**src/rtl/ycpp_pkg.sv**
```systemverilog
package ycpp_pkg;

  localparam int unsigned ANGLE_BITS_DEF      = 16;
  localparam int unsigned SINE_TABLE_BITS_DEF = 10;

  localparam int unsigned QUEUE_DEPTH = 2;

  localparam longint unsigned HALF_PI_Q30 = 64'd1686629713;
  localparam longint unsigned ONE_Q30     = 64'd1 << 30;
  localparam logic [31:0]     INV_SQRT2_Q16 = 32'd46341;

  // Function codes of an input word.
  localparam logic [1:0] FUNC_PROJECT = 2'd0;
  localparam logic [1:0] FUNC_TICK    = 2'd1;
  localparam logic [1:0] FUNC_PLACE   = 2'd2;

  // Configuration register indexes.
  localparam logic [2:0] REG_FOCAL_LENGTH = 3'd0;
  localparam logic [2:0] REG_TURN_STEP    = 3'd1;
  localparam logic [2:0] REG_MOVE_SPEED   = 3'd2;
  localparam logic [2:0] REG_CENTER_X     = 3'd3;
  localparam logic [2:0] REG_CENTER_Y     = 3'd4;

  typedef enum logic [1:0] {
    OP_PROJECT = 2'd0,
    OP_TICK    = 2'd1,
    OP_PLACE   = 2'd2
  } op_t;

  typedef struct packed {
    logic key_forward;
    logic key_back;
    logic key_left;
    logic key_right;
    logic turn_left;
    logic turn_right;
  } keys_t;

  typedef struct packed {
    op_t                op;
    logic signed [31:0] point_x;
    logic signed [31:0] point_y;
    logic signed [31:0] point_z;
    keys_t              keys;
    logic [15:0]        frame_time;
  } item_t;

  typedef struct packed {
    logic [30:0] focal_length;
    logic [15:0] turn_step;
    logic [30:0] move_speed;
    logic [11:0] center_x;
    logic [11:0] center_y;
  } cfg_t;

  typedef struct packed {
    logic signed [31:0] screen_x;
    logic signed [31:0] screen_y;
    logic signed [31:0] view_depth;
    logic               behind_camera;
  } res_t;

  // Sine of r quarter-steps over a quarter wave of 2^qbits steps, Q1.16.
  // Odd Taylor polynomial through x^11 in Q2.30, evaluated at elaboration.
  function automatic logic [16:0] quarter_sine(input longint unsigned r,
                                               input int unsigned qbits);
    longint unsigned x;
    longint unsigned x2;
    longint unsigned t;
    longint unsigned s;
    x  = (r * HALF_PI_Q30) >> qbits;
    x2 = (x * x) >> 30;
    t  = ONE_Q30;
    t  = ONE_Q30 - ((x2 * t) >> 30) / 110;
    t  = ONE_Q30 - ((x2 * t) >> 30) / 72;
    t  = ONE_Q30 - ((x2 * t) >> 30) / 42;
    t  = ONE_Q30 - ((x2 * t) >> 30) / 20;
    t  = ONE_Q30 - ((x2 * t) >> 30) / 6;
    s  = (x * t) >> 30;
    s  = (s + 64'd8192) >> 14;
    if (s > 64'd65536) begin
      s = 64'd65536;
    end
    return s[16:0];
  endfunction

endpackage

```
**src/rtl/ycpp_front.sv**
```systemverilog
module ycpp_front (
  input  logic                 clk,
  input  logic                 rst,
  input  logic                 push,
  output logic                 full,
  input  logic [1:0]           func,
  input  logic signed [31:0]   point_x,
  input  logic signed [31:0]   point_y,
  input  logic signed [31:0]   point_z,
  input  ycpp_pkg::keys_t      keys,
  input  logic [15:0]          frame_time,
  output logic                 q_valid,
  output ycpp_pkg::item_t      q_item,
  input  logic                 q_take
);

  localparam int unsigned PTR_W = (ycpp_pkg::QUEUE_DEPTH > 1) ?
                                  $clog2(ycpp_pkg::QUEUE_DEPTH) : 1;
  localparam int unsigned CNT_W = $clog2(ycpp_pkg::QUEUE_DEPTH + 1);

  ycpp_pkg::item_t   slots [ycpp_pkg::QUEUE_DEPTH];
  logic [PTR_W-1:0]  wr_ptr;
  logic [PTR_W-1:0]  rd_ptr;
  logic [CNT_W-1:0]  count;
  logic              accept;
  logic              keep;
  ycpp_pkg::item_t   item_in;

  assign full    = (count == CNT_W'(ycpp_pkg::QUEUE_DEPTH));
  assign accept  = push && !full;
  assign q_valid = (count != '0);
  assign q_item  = slots[rd_ptr];

  // Unused function codes are taken and dropped here.
  always_comb begin
    item_in.point_x    = point_x;
    item_in.point_y    = point_y;
    item_in.point_z    = point_z;
    item_in.keys       = keys;
    item_in.frame_time = frame_time;
    keep               = 1'b1;
    unique case (func)
      ycpp_pkg::FUNC_PROJECT: item_in.op = ycpp_pkg::OP_PROJECT;
      ycpp_pkg::FUNC_TICK:    item_in.op = ycpp_pkg::OP_TICK;
      ycpp_pkg::FUNC_PLACE:   item_in.op = ycpp_pkg::OP_PLACE;
      default: begin
        item_in.op = ycpp_pkg::OP_PROJECT;
        keep       = 1'b0;
      end
    endcase
  end

  always_ff @(posedge clk) begin
    if (accept && keep) begin
      slots[wr_ptr] <= item_in;
    end
  end

  always_ff @(posedge clk) begin
    if (rst) begin
      wr_ptr <= '0;
      rd_ptr <= '0;
      count  <= '0;
    end else begin
      if (accept && keep) begin
        wr_ptr <= (wr_ptr == PTR_W'(ycpp_pkg::QUEUE_DEPTH - 1)) ? '0 : wr_ptr + 1'b1;
      end
      if (q_take && q_valid) begin
        rd_ptr <= (rd_ptr == PTR_W'(ycpp_pkg::QUEUE_DEPTH - 1)) ? '0 : rd_ptr + 1'b1;
      end
      count <= count + CNT_W'(accept && keep) - CNT_W'(q_take && q_valid);
    end
  end

endmodule

```
**config.mk**
```make
export PLATFORM = sky130hd
export DESIGN_NAME = ycpp_front
export DESIGN_NICKNAME = d
export VERILOG_FILES = /design/src/rtl/ycpp_pkg.sv /design/src/rtl/ycpp_front.sv
export SDC_FILE = /design/constraint.sdc
export NUM_CORES = 1
export LEC_CHECK = 0
export ABC_AREA = 1
export CELL_PAD_IN_SITES_DETAIL_PLACEMENT = 1
export CELL_PAD_IN_SITES_GLOBAL_PLACEMENT = 1
export CORE_AREA = 4 4 131 133
export CTS_CLUSTER_SIZE = 40
export DETAILED_ROUTE_END_ITERATION = 16
export DIE_AREA = 0 0 135 137
export DONT_BUFFER_PORTS = 1
export PLACE_DENSITY_LB_ADDON = 0.1
export SYNTH_ARGS = -nofsm -noshare
export SYNTH_HDL_FRONTEND = slang
export SYNTH_SLANG_ARGS = --single-unit
export TNS_END_PERCENT = 5
```
**constraint.sdc**
```tcl
create_clock -name clk -period 19.9 [get_ports clk]
set_input_delay 1.99 -clock clk [delete_from_list [all_inputs] [get_ports clk]]
set_output_delay 1.99 -clock clk [all_outputs]
set_load 0.02 [all_outputs]
```
==> results of run 1 <==
[routing by layer]
| layer | GRT usage (%) | part of all wire (%) | wire length [um] |
|---|---|---|---|
| met1 | 20.4 | 33 | 5670 |
| met2 | 30.5 | 51 | 8730 |
| met3 | 9.74 | 13 | 2280 |
| met4 | 3.75 | 1.8 | 299 |
| met5 | 0 | 0 | 0 |
[cells in the mapped netlist]
master | instances | share of area, %
buf_2 | 2 | 0.11
dfxtp_1 | 5 | 1.1
a21oi_1 | 1 | 0.056
buf_6 | 11 | 1.4
o21a_1 | 1 | 0.084
nand2_1 | 9 | 0.38
ha_1 | 2 | 0.28
edfxtp_1 | 240 | 80
nand4_1 | 1 | 0.070
nor2_1 | 12 | 0.50
nand3_1 | 2 | 0.11
mux2_2 | 120 | 15
inv_1 | 11 | 0.46
[state kept, by name (all words and copies together) (netlist names), named ones only]
register,count
slots,240
count,2
rd_ptr,1
wr_ptr,1
[worst min-delay path: stages (launching register included)]
cell and delay [ns]:
dfxtp_1 0.34, nor2_1 0.07, nor2_1 0.08
[per-stage QoR]
| step | setup WS [ns] | cells | utilization (%) | power [mW] | cell area [um2] |
|---|---|---|---|---|---|
| floorplan | 12.01 | 417 | - | 0.900 | 8970 |
| global placement | 15.36 | 624 | 57.8 | 0.924 | 9150 |
| detailed placement | 15.30 | 624 | 57.8 | 0.931 | 9150 |
| CTS | 15.17 | 668 | 63.1 | 1.40 | 9980 |
| global route | 15.07 | 668 | 63.1 | 1.44 | 9980 |
| finish | 15.23 | 668 | 63.1 | 1.39 | 9980 |
[kinds of logic after synthesis]
| group | Yosys count | synth area share [%] |
|---|---|---|
| adders and majority gates | 2 | 0.279 |
| buffers and inverters | 24 | 1.95 |
| muxes | 120 | 15.1 |
| DFF | 245 | 81.5 |
| AOI/OAI and AO/OA | 2 | 0.140 |
| and+or+nand+nor | 24 | 1.06 |
[final timing paths]
kind                            startpoint           end  slack (ns)  cells past startpoint
worst min-delay path                rd_ptr        rd_ptr        0.52                      2
worst max-delay path              register   q_item[118]       15.23                      2
worst min register to register      rd_ptr        rd_ptr        0.52                      2
worst max register to register    count[1]  slots[0][42]       16.83                      7
[layout make-up]
| class | count | area, um2 | share of cell area [%] |
|---|---|---|---|
| flip-flops and latches | 245 | 7310 | 73.2 |
| multi-input cells | 148 | 1490 | 14.9 |
| clock buffers | 29 | 641 | 6.42 |
| well taps | 216 | 270 | 2.71 |
| clock inverters | 15 | 198 | 1.98 |
| inverters | 11 | 43.8 | 0.439 |
| repair buffers | 4 | 30.0 | 0.301 |
[where the power goes]
group          internal [mW]  switching (mW)  total [mW]
Combinational         0.0799           0.176       0.256
Clock                  0.294           0.176       0.469
Sequential             0.633          0.0269       0.660
Total                   1.01           0.378        1.39
==> flow_summary_export.csv, run 1 <==
group,metric,value,unit
timing,max_freq,0.214,GHz
critical_path,cp_num_buf_inv,1,
timing,timing.final.max_slew_violations,0,
synthesis,syn-cell-area,8970,um2
floorplan,ios,246,
grt,grt_pass1_wl,25100,um
critical_path,cp_slowest_stage_delay,0.84,ns
timing,worstMarginPinSlew,1.04,ns
routing,final_antenna_net_count,0,
layout,fillers,1250,
timing,hold_slack,0.521,ns
synthesis,synth_cell_type_count,13,
power,p_leak,3.24,nW
floorplan,dieArea,18500,um2
critical_path,path_class,"register to primary output",
routing,drc,0,
critical_path,path_cells,"buf_4 -> mux2_2",
clock_network,cts_tree,"done",
critical_path,start_kind,"register",
clock_network,post_cts_buffers,0,
grt,grt_max_degree,78,
synthesis,synth_seq_cells,245,
timing,rsz0062_at_grt,"no",
timing,setup_violations,0,
floorplan,num_rows,46,
timing,period_needed,4.67,ns
power,ir_worst_vdd,0.0908,mV
clock_network,clk_pin_slew,0.06,ns
routing,drt-initial-drc-count,193,
critical_path,worstPathRequired,17.91,ns
routing,via_per_inst,5.59,
critical_path,end_kind,"primary output",
layout,drive_gt1_share,35.6,%
layout,layout.nets,561,
clock_network,root_buffer,"clkbuf_16",
timing,skew,0.0188,ns
grt,track_usage,18.0,%
layout,layout_commonest_cell,"edfxtp_1",
timing,min_period_over_period,23.5,%
routing,dr.pass1.iters,4,
routing,drt_wl_total,17000,um
critical_path,cpLargestDelayFamily,"flip-flops",
synthesis,yosysSeqAreaShare,81.5,%
timing,hold_viol,0,
critical_path,worstPathArrival,2.68,ns
clock_network,cts_resized,0,
layout,layout_common_cells,"edfxtp_1 (240), mux2_2 (120), clkbuf_16 (25), nor2_1 (11), inv_1 (10)",
clock_network,cts_buffers,25,
floorplan,core_region_area,15800,um2
placement,post-dp-hpwl,11300,um
layout,area_growth,11.4,%
power,power.density,139,nW/um2
placement,place_congestion,0.718,
run_status,run_status,"finished clean",
critical_path,cpMaxStageDelayCell,"dfxtp_4",
clock_network,clock_sinks,245,
clock_network,postCtsHoldBufs,0,
synthesis,ys_warn_count,0,
grt,antenna_found_initial,0,
routing,wl_per_cell,25.4,um
floorplan,die_h,137,um
timing,slew_headroom,30.4,%
clock_network,insertion_delay,0.50,ns
floorplan,start_util,56.6,%
clock_network,cts.path.max_buffers,3,
job,drv_cap,0,
synthesis,avgSynthCellArea,21.5,um2
routing,via_count,3731,
grt,grt-ovfl-total,0,
placement,port_buffers,0,
clock_network,cts_max_level,1,
worst_hold_path,hp-class,"register to register",
layout,antennaDiodeCount,0,
synthesis,synth.net_count,543,
synthesis,postSynthCellCount,417,
timing,tns,0,ns
grt,grt_pass1_vias,4085,
floorplan,die_w,135,um
critical_path,cp_max_fo,62,
(Power assumes the default switching activity.)
==> run 2, diff against run 1 <==
--- a/config.mk
+++ b/config.mk
@@ -8,10 +8,10 @@
 export ABC_AREA = 1
 export CELL_PAD_IN_SITES_DETAIL_PLACEMENT = 1
 export CELL_PAD_IN_SITES_GLOBAL_PLACEMENT = 1
-export CORE_AREA = 4 4 131 133
+export CORE_AREA = 4 4 136 138
 export CTS_CLUSTER_SIZE = 40
 export DETAILED_ROUTE_END_ITERATION = 16
-export DIE_AREA = 0 0 135 137
+export DIE_AREA = 0 0 140 142
 export DONT_BUFFER_PORTS = 1
 export PLACE_DENSITY_LB_ADDON = 0.1
 export SYNTH_ARGS = -nofsm -noshare
==> constraint.sdc (replaced) <==
create_clock -name clk -period 4.35 [get_ports clk]
set_input_delay 0.435 -clock clk [delete_from_list [all_inputs] [get_ports clk]]
set_output_delay 0.435 -clock clk [all_outputs]
set_load 0.02 [all_outputs]
==> run 2 against run 1 <==
Worst hold slack got worse by 0.50 ns. Sequential power rose to 4.6 times the previous value. Design area rose by 0.23%. Largest cell class unchanged. Largest power group unchanged. Highest routed layer is now met5.
==> flow_summary_export.csv, run 2 (synthesis gave the netlist of run 1 again) <==
group,metric,value,unit
power,p_sw,1.75,mW
clock_network,cts.path.max_buffers,3,
timing,timing.final.max_slew_violations,0,
critical_path,start_kind,"register",
power,ir_worst_vdd,0.485,mV
floorplan,die_h,142,um
timing,tns,0,ns
power,clkPwrFrac,33.6,%
routing,via_count,3753,
timing,skew,0.00948,ns
layout,layout.nets,563,
power,p_seq_share,48.0,%
critical_path,cp_max_fo,69,
power,power.density,630,nW/um2
timing,layout_setup_ws,1.47,ns
floorplan,dieArea,19900,um2
critical_path,worstPathRequired,3.91,ns
layout,instances_no_fill,680,
layout,antennaDiodeCount,0,
timing,period_needed,2.88,ns
power,switching_share,27.7,%
power,p_total,6.31,mW
layout,largest_register,"slots",
job,drv_cap,0,
timing,max_freq,0.347,GHz
placement,post-dp-hpwl,11100,um
run_status,run_status,"finished clean",
worst_hold_path,hp-class,"primary input to register",
floorplan,die_w,140,um
clock_network,cts_max_level,1,
critical_path,path_cells,"buf_4 -> mux2_2",
clock_network,cts_resized,0,
worst_hold_path,hold_end,"slots[1][94]",
routing,drt_wl_total,16900,um
timing,slew_headroom,31.6,%
routing,drc,0,
clock_network,cts_tree,"done",
routing,final_antenna_net_count,0,
grt,grt_max_degree,102,
layout,area_growth,11.6,%
critical_path,r2r_cells,6,
timing,worstMarginPinSlew,1.03,ns
clock_network,insertion_delay,0.50,ns
grt,track_usage,16.3,%
critical_path,path_class,"register to primary output",
power,p_leak,3.25,nW
critical_path,end_kind,"primary output",
clock_network,clk_pin_slew,0.06,ns
layout,largest_reg_flops,240,
grt,grt-ovfl-total,0,
placement,place_congestion,0.770,
placement,dp.cells,634,
critical_path,cpMaxStageDelayCell,"dfxtp_4",
placement,dp_worst_setup_slack,1.95,ns
clock_network,root_buffer,"clkbuf_16",
timing,min_period_over_period,66.3,%
floorplan,ios,246,
placement,port_buffers,0,
placement,placedInstanceArea,9180,um2
power,p_int,4.56,mW
critical_path,timing.rr.end,"slots[0][66]",
floorplan,core_region_area,17200,um2
floorplan,start_util,52.2,%
timing,hold_viol,0,
layout,design_area,10000,um2
clock_network,post_cts_buffers,0,
routing,dr.pass1.iters,4,
power,comb_power_share,18.4,%
worst_hold_path,hold_depth,0,
critical_path,cp_slowest_stage_delay,0.98,ns
routing,wl_per_cell,24.8,um
timing,setup_violations,0,
routing,drt-initial-drc-count,209,
routing,via_per_inst,5.52,
grt,antenna_found_initial,2,
layout,drive_gt1_share,36.0,%
critical_path,r2r_slack,1.95,ns
floorplan,num_rows,48,
layout,layout_common_cells,"edfxtp_1 (240), mux2_2 (120), clkbuf_16 (25), nor2_1 (11), inv_1 (10)",
clock_network,clock_sinks,245,
worst_hold_path,worstHoldStart,"point_x[8]",
critical_path,worstPathArrival,2.45,ns
grt,grt_pass1_wl,24900,um
grt,grt_pass1_vias,4084,
timing,rsz0062_at_grt,"no",
layout,layout_commonest_cell,"edfxtp_1",
layout,top_regs,"slots x240, count x2",
critical_path,timing.rr.start,"count[1]",
clock_network,cts_buffers,25,
==> run 2: changes by cell type in the layout (fill, tap and decap cells not counted) <==
cell	previous run	this run
bufinv_16	5	4
clkinv_1	6	2
clkbuf_1	4	7
dlygate4sd3_1	0	1
clkinv_2	2	5
buf_12	0	1
==> run 2: worst max path at each step <==
stage	end	slack (ns)	cells after the start
2_1_floorplan	slots[0][0]	0.07	5
3_3_place_gp	q_item[112]	1.96	2
3_5_place_dp	q_item[18]	1.95	2
4_1_cts	q_item[112]	1.40	2
5_1_grt	q_item[79]	1.32	2
6_report	q_item[95]	1.47	2
==> run 2: final cells by class <==
| class | count | area [um2] |
|---|---|---|
| well taps | 225 | 282 |
| inverters | 11 | 43.8 |
| fillers | 1442 | 7170 |
| multi-input cells | 148 | 1490 |
| clock buffers | 32 | 652 |
| flip-flops and latches | 245 | 7310 |
| repair buffers | 6 | 60.1 |
| clock inverters | 13 | 168 |
==> run 2: power by group through the flow <==
| stage | Clock [mW] | Sequential [mW] | Combinational (mW) |
|---|---|---|---|
| 6_report | 2.12 | 3.03 | 1.16 |
| 3_5_place_dp | 0 | 3.08 | 1.17 |
| 3_3_place_gp | 0 | 3.07 | 1.16 |
| 2_1_floorplan | 0 | 3.00 | 1.10 |
| 5_1_grt | 2.29 | 3.06 | 1.22 |
| 4_1_cts | 2.17 | 3.04 | 1.18 |
==> run 2: through the flow <==
stage | utilization, % | hold slack [ns]
floorplan | - | 0.451
global placement | 53.4 | 0.475
detailed placement | 53.4 | 0.473
CTS | 58.3 | 0.00147
global route | 58.3 | 0.000988
finish | 58.3 | 0.0253
==> run 2: repair_timing <==
action / CTS / global route
hold buffers: 1 / 0
endpoints found under the hold margin: 1 / 0
endpoints found under the setup margin: 0 / 0
==> run 2: layer usage <==
layer	global-route usage, %	share of wire (%)	vias to the layer above
li1	-	-	1664
met1	19.2	37	1891
met2	26.7	49	168
met3	8.74	12	26
met4	3.67	1.4	4
met5	0	0.24	-
==> run 2: critical path: cells and delay by family (launching register included) <==
family	cells	cell delay, ns
mux	1	0.45
flops	1	0.98
buf+inv	1	0.47
==> run 3, diff against run 2 <==
--- a/config.mk
+++ b/config.mk
@@ -5,7 +5,7 @@
 export SDC_FILE = /design/constraint.sdc
 export NUM_CORES = 1
 export LEC_CHECK = 0
-export ABC_AREA = 1
+export ABC_AREA = 0
 export CELL_PAD_IN_SITES_DETAIL_PLACEMENT = 1
 export CELL_PAD_IN_SITES_GLOBAL_PLACEMENT = 1
 export CORE_AREA = 4 4 136 138
==> constraint.sdc (replaced) <==
create_clock -name clk -period 2.9 [get_ports clk]
set_input_delay 0.29 -clock clk [delete_from_list [all_inputs] [get_ports clk]]
set_output_delay 0.29 -clock clk [all_outputs]
set_load 0.02 [all_outputs]
==> run 3 against run 2 <==
Register-to-register slack worse by 1.0 ns. Synthesized area hardly changed. Design area increased by 12%. Worst hold slack improved by 0.0063 ns. Clock power up 40%. First-iteration DRC count increased by 3.8%. Core utilization rose by 7.2 points. Sequential share of layout area is 8.1 points lower.
==> flow_summary_export.csv, run 3 <==
group,metric,value,unit
run_status,run_status,"finished clean",
synthesis,ys_dominant_reg_cell,"edfxtp_1",
floorplan,dieArea,19900,um2
critical_path,worstPathArrival,1.99,ns
layout,area_growth,25.5,%
power,ir_worst_vdd,0.609,mV
clock_network,insertion_delay,0.49,ns
grt,antenna_found_initial,0,
layout,antennaDiodeCount,0,
placement,dp_worst_setup_slack,0.916,ns
timing,tns,0,ns
layout,design_area,11200,um2
grt,grt-ovfl-total,0,
routing,drc,0,
floorplan,start_util,52.2,%
synthesis,synth_cell_type_count,18,
layout,layout_common_cells,"edfxtp_1 (240), mux2_2 (121), dlygate4sd3_1 (121), clkbuf_16 (25), clkinv_2 (8)",
critical_path,start_kind,"register",
routing,via_per_inst,5.27,
critical_path,cp_num_buf_inv,1,
layout,instances_no_fill,787,
synthesis,synth_top_area_share,80.4,%
floorplan,num_rows,48,
timing,setup_violations,0,
clock_network,cts_max_level,1,
clock_network,clock_sinks,245,
grt,track_usage,18.1,%
routing,final_antenna_net_count,0,
placement,place_congestion,0.732,
synthesis,yosys.area.top_type,"edfxtp_1",
synthesis,synth_edf_count,240,
floorplan,ios,246,
timing,hold_viol,0,
timing,layout_setup_ws,0.617,ns
synthesis,synthAdderAreaFrac,0.279,%
timing,skew,0.00685,ns
layout,largest_reg_flops,240,
placement,dp.cells,623,
critical_path,path_class,"register to primary output",
synthesis,synth_top_family_by_area,"multiplexers",
critical_path,worstPathRequired,2.61,ns
clock_network,clk_pin_slew,0.06,ns
timing,rsz0062_at_grt,"no",
synthesis,avgSynthCellArea,22.3,um2
timing,min_period_over_period,78.7,%
synthesis,synth_mux_area_share,15.2,%
critical_path,end_kind,"primary output",
timing,timing.final.max_slew_violations,0,
critical_path,cp_slowest_stage_delay,0.66,ns
clock_network,root_buffer,"clkbuf_16",
power,p_leak,3.75,nW
synthesis,ys_warn_count,0,
routing,dr.pass1.iters,4,
placement,port_buffers,0,
layout,top_regs,"slots x240, count x2",
timing,slew_headroom,50.4,%
critical_path,cp_max_fo,53,
timing,worstMarginPinSlew,0.742,ns
layout,layout.nets,671,
synthesis,postSynthCellCount,402,
synthesis,yosysMostFrequentCell,"edfxtp_1",
grt,grt_max_degree,62,
floorplan,core_region_area,17200,um2
synthesis,synth_compound_area_share,0.0838,%
synthesis,synth_area_leaders,"edfxtp_1 (80%), mux2_2 (15%), buf_6 (1.4%)",
routing,wl_per_cell,23.5,um
routing,drt-initial-drc-count,217,
placement,post-dp-hpwl,11200,um
critical_path,path_cells,"buf_12 -> mux2_2",
critical_path,timing.rr.start,"count[0]",
clock_network,cts.path.max_buffers,3,
synthesis,yosysSeqAreaShare,81.5,%
clock_network,cts_tree,"done",
power,p_total,10.1,mW
floorplan,die_w,140,um
critical_path,cpMaxStageDelayCell,"dfxtp_4",
worst_hold_path,worstHoldStart,"rst",
layout,drive_gt1_share,31.1,%
timing,max_freq,0.438,GHz
routing,via_count,4146,
grt,grt_pass1_wl,27800,um
floorplan,die_h,142,um
worst_hold_path,hp-class,"primary input to register",
routing,drt_wl_total,18500,um
power,power.density,898,nW/um2
critical_path,cpLargestDelayFamily,"flip-flops",
synthesis,synth.net_count,528,
grt,grt_pass1_vias,4602,
synthesis,yosys.area_share.simple,1.12,%
job,drv_cap,0,
synthesis,synth_common_cells,"edfxtp_1 (240), mux2_2 (121), buf_6 (11), nor2_1 (7), dfxtp_1 (5)",
synthesis,synthXorXnorAreaFrac,0.195,%
clock_network,cts_buffers,24,
placement,placedInstanceArea,9270,um2
synthesis,async_flop_share,0,%
layout,layout_commonest_cell,"edfxtp_1",
layout,largest_register,"slots",
synthesis,synth_seq_cells,245,
timing,period_needed,2.28,ns
synthesis,syn-cell-area,8960,um2
run 3: cell count changes in the layout (fill, tap and decap cells not counted), sizes merged, moves of 4 or more:
cell	previous run	this run
buf	5	9
dlygate4sd3	1	121
inv	11	2
nand2	9	1
nor2	12	7
nor2b	0	4
run 3: kinds of logic after synthesis:
family,after synthesis
AND/OR/NAND/NOR,16
AO/OA/AOI/OAI,1
adder cells (fa/ha/maj),2
flip-flops,245
XOR/XNOR,2
buffers and inverters,15
multiplexers,121
run 3: report_power, final:
group          switching, mW  total, mW  internal (mW)
Clock                   1.22       2.96           1.74
Sequential             0.190       4.60           4.41
Combinational           1.63       2.55          0.916
run 3: path summary, 6_finish.rpt:
| check | endpoint | slack (ns) | cells past startpoint |
|---|---|---|---|
| setup / recovery | q_item[36] | 0.62 | 2 |
| setup reg to reg | slots[0][16] | 0.91 | 4 |
| hold / removal | wr_ptr | 0.03 | 2 |
| hold reg to reg | rd_ptr | 0.52 | 2 |
run 3: through the flow:
step	utilization [%]	hold WS, ns
after global routing	65.5	0.0128
final	65.5	0.0317
after detailed placement	54.0	0.367
after floorplan	-	0.362
after CTS	65.5	0.00448
after global placement	54.0	0.364
run 3: layout make-up:
cell class,instances,area (um2)
inverters,2,7.51
clock buffers,31,678
well taps,225,282
fillers,1417,5930
flip-flops and latches,245,7310
clock inverters,12,90.1
multi-input cells,142,1530
repair buffers,130,1350
run 3: routing by layer:
metal | up-vias | wire [um] | track usage [%]
met3 | 22 | 1580 | 5.81
li1 | 1872 | - | -
met2 | 163 | 9830 | 33.0
met1 | 2089 | 6740 | 21.1
met4 | 0 | 329 | 4.33
met5 | - | 0 | 0
run 3: timing repair:
item,CTS,global route
endpoints found under the hold margin,244,0
setup buffers,0,0
gates resized for setup,0,0
hold buffers,121,0
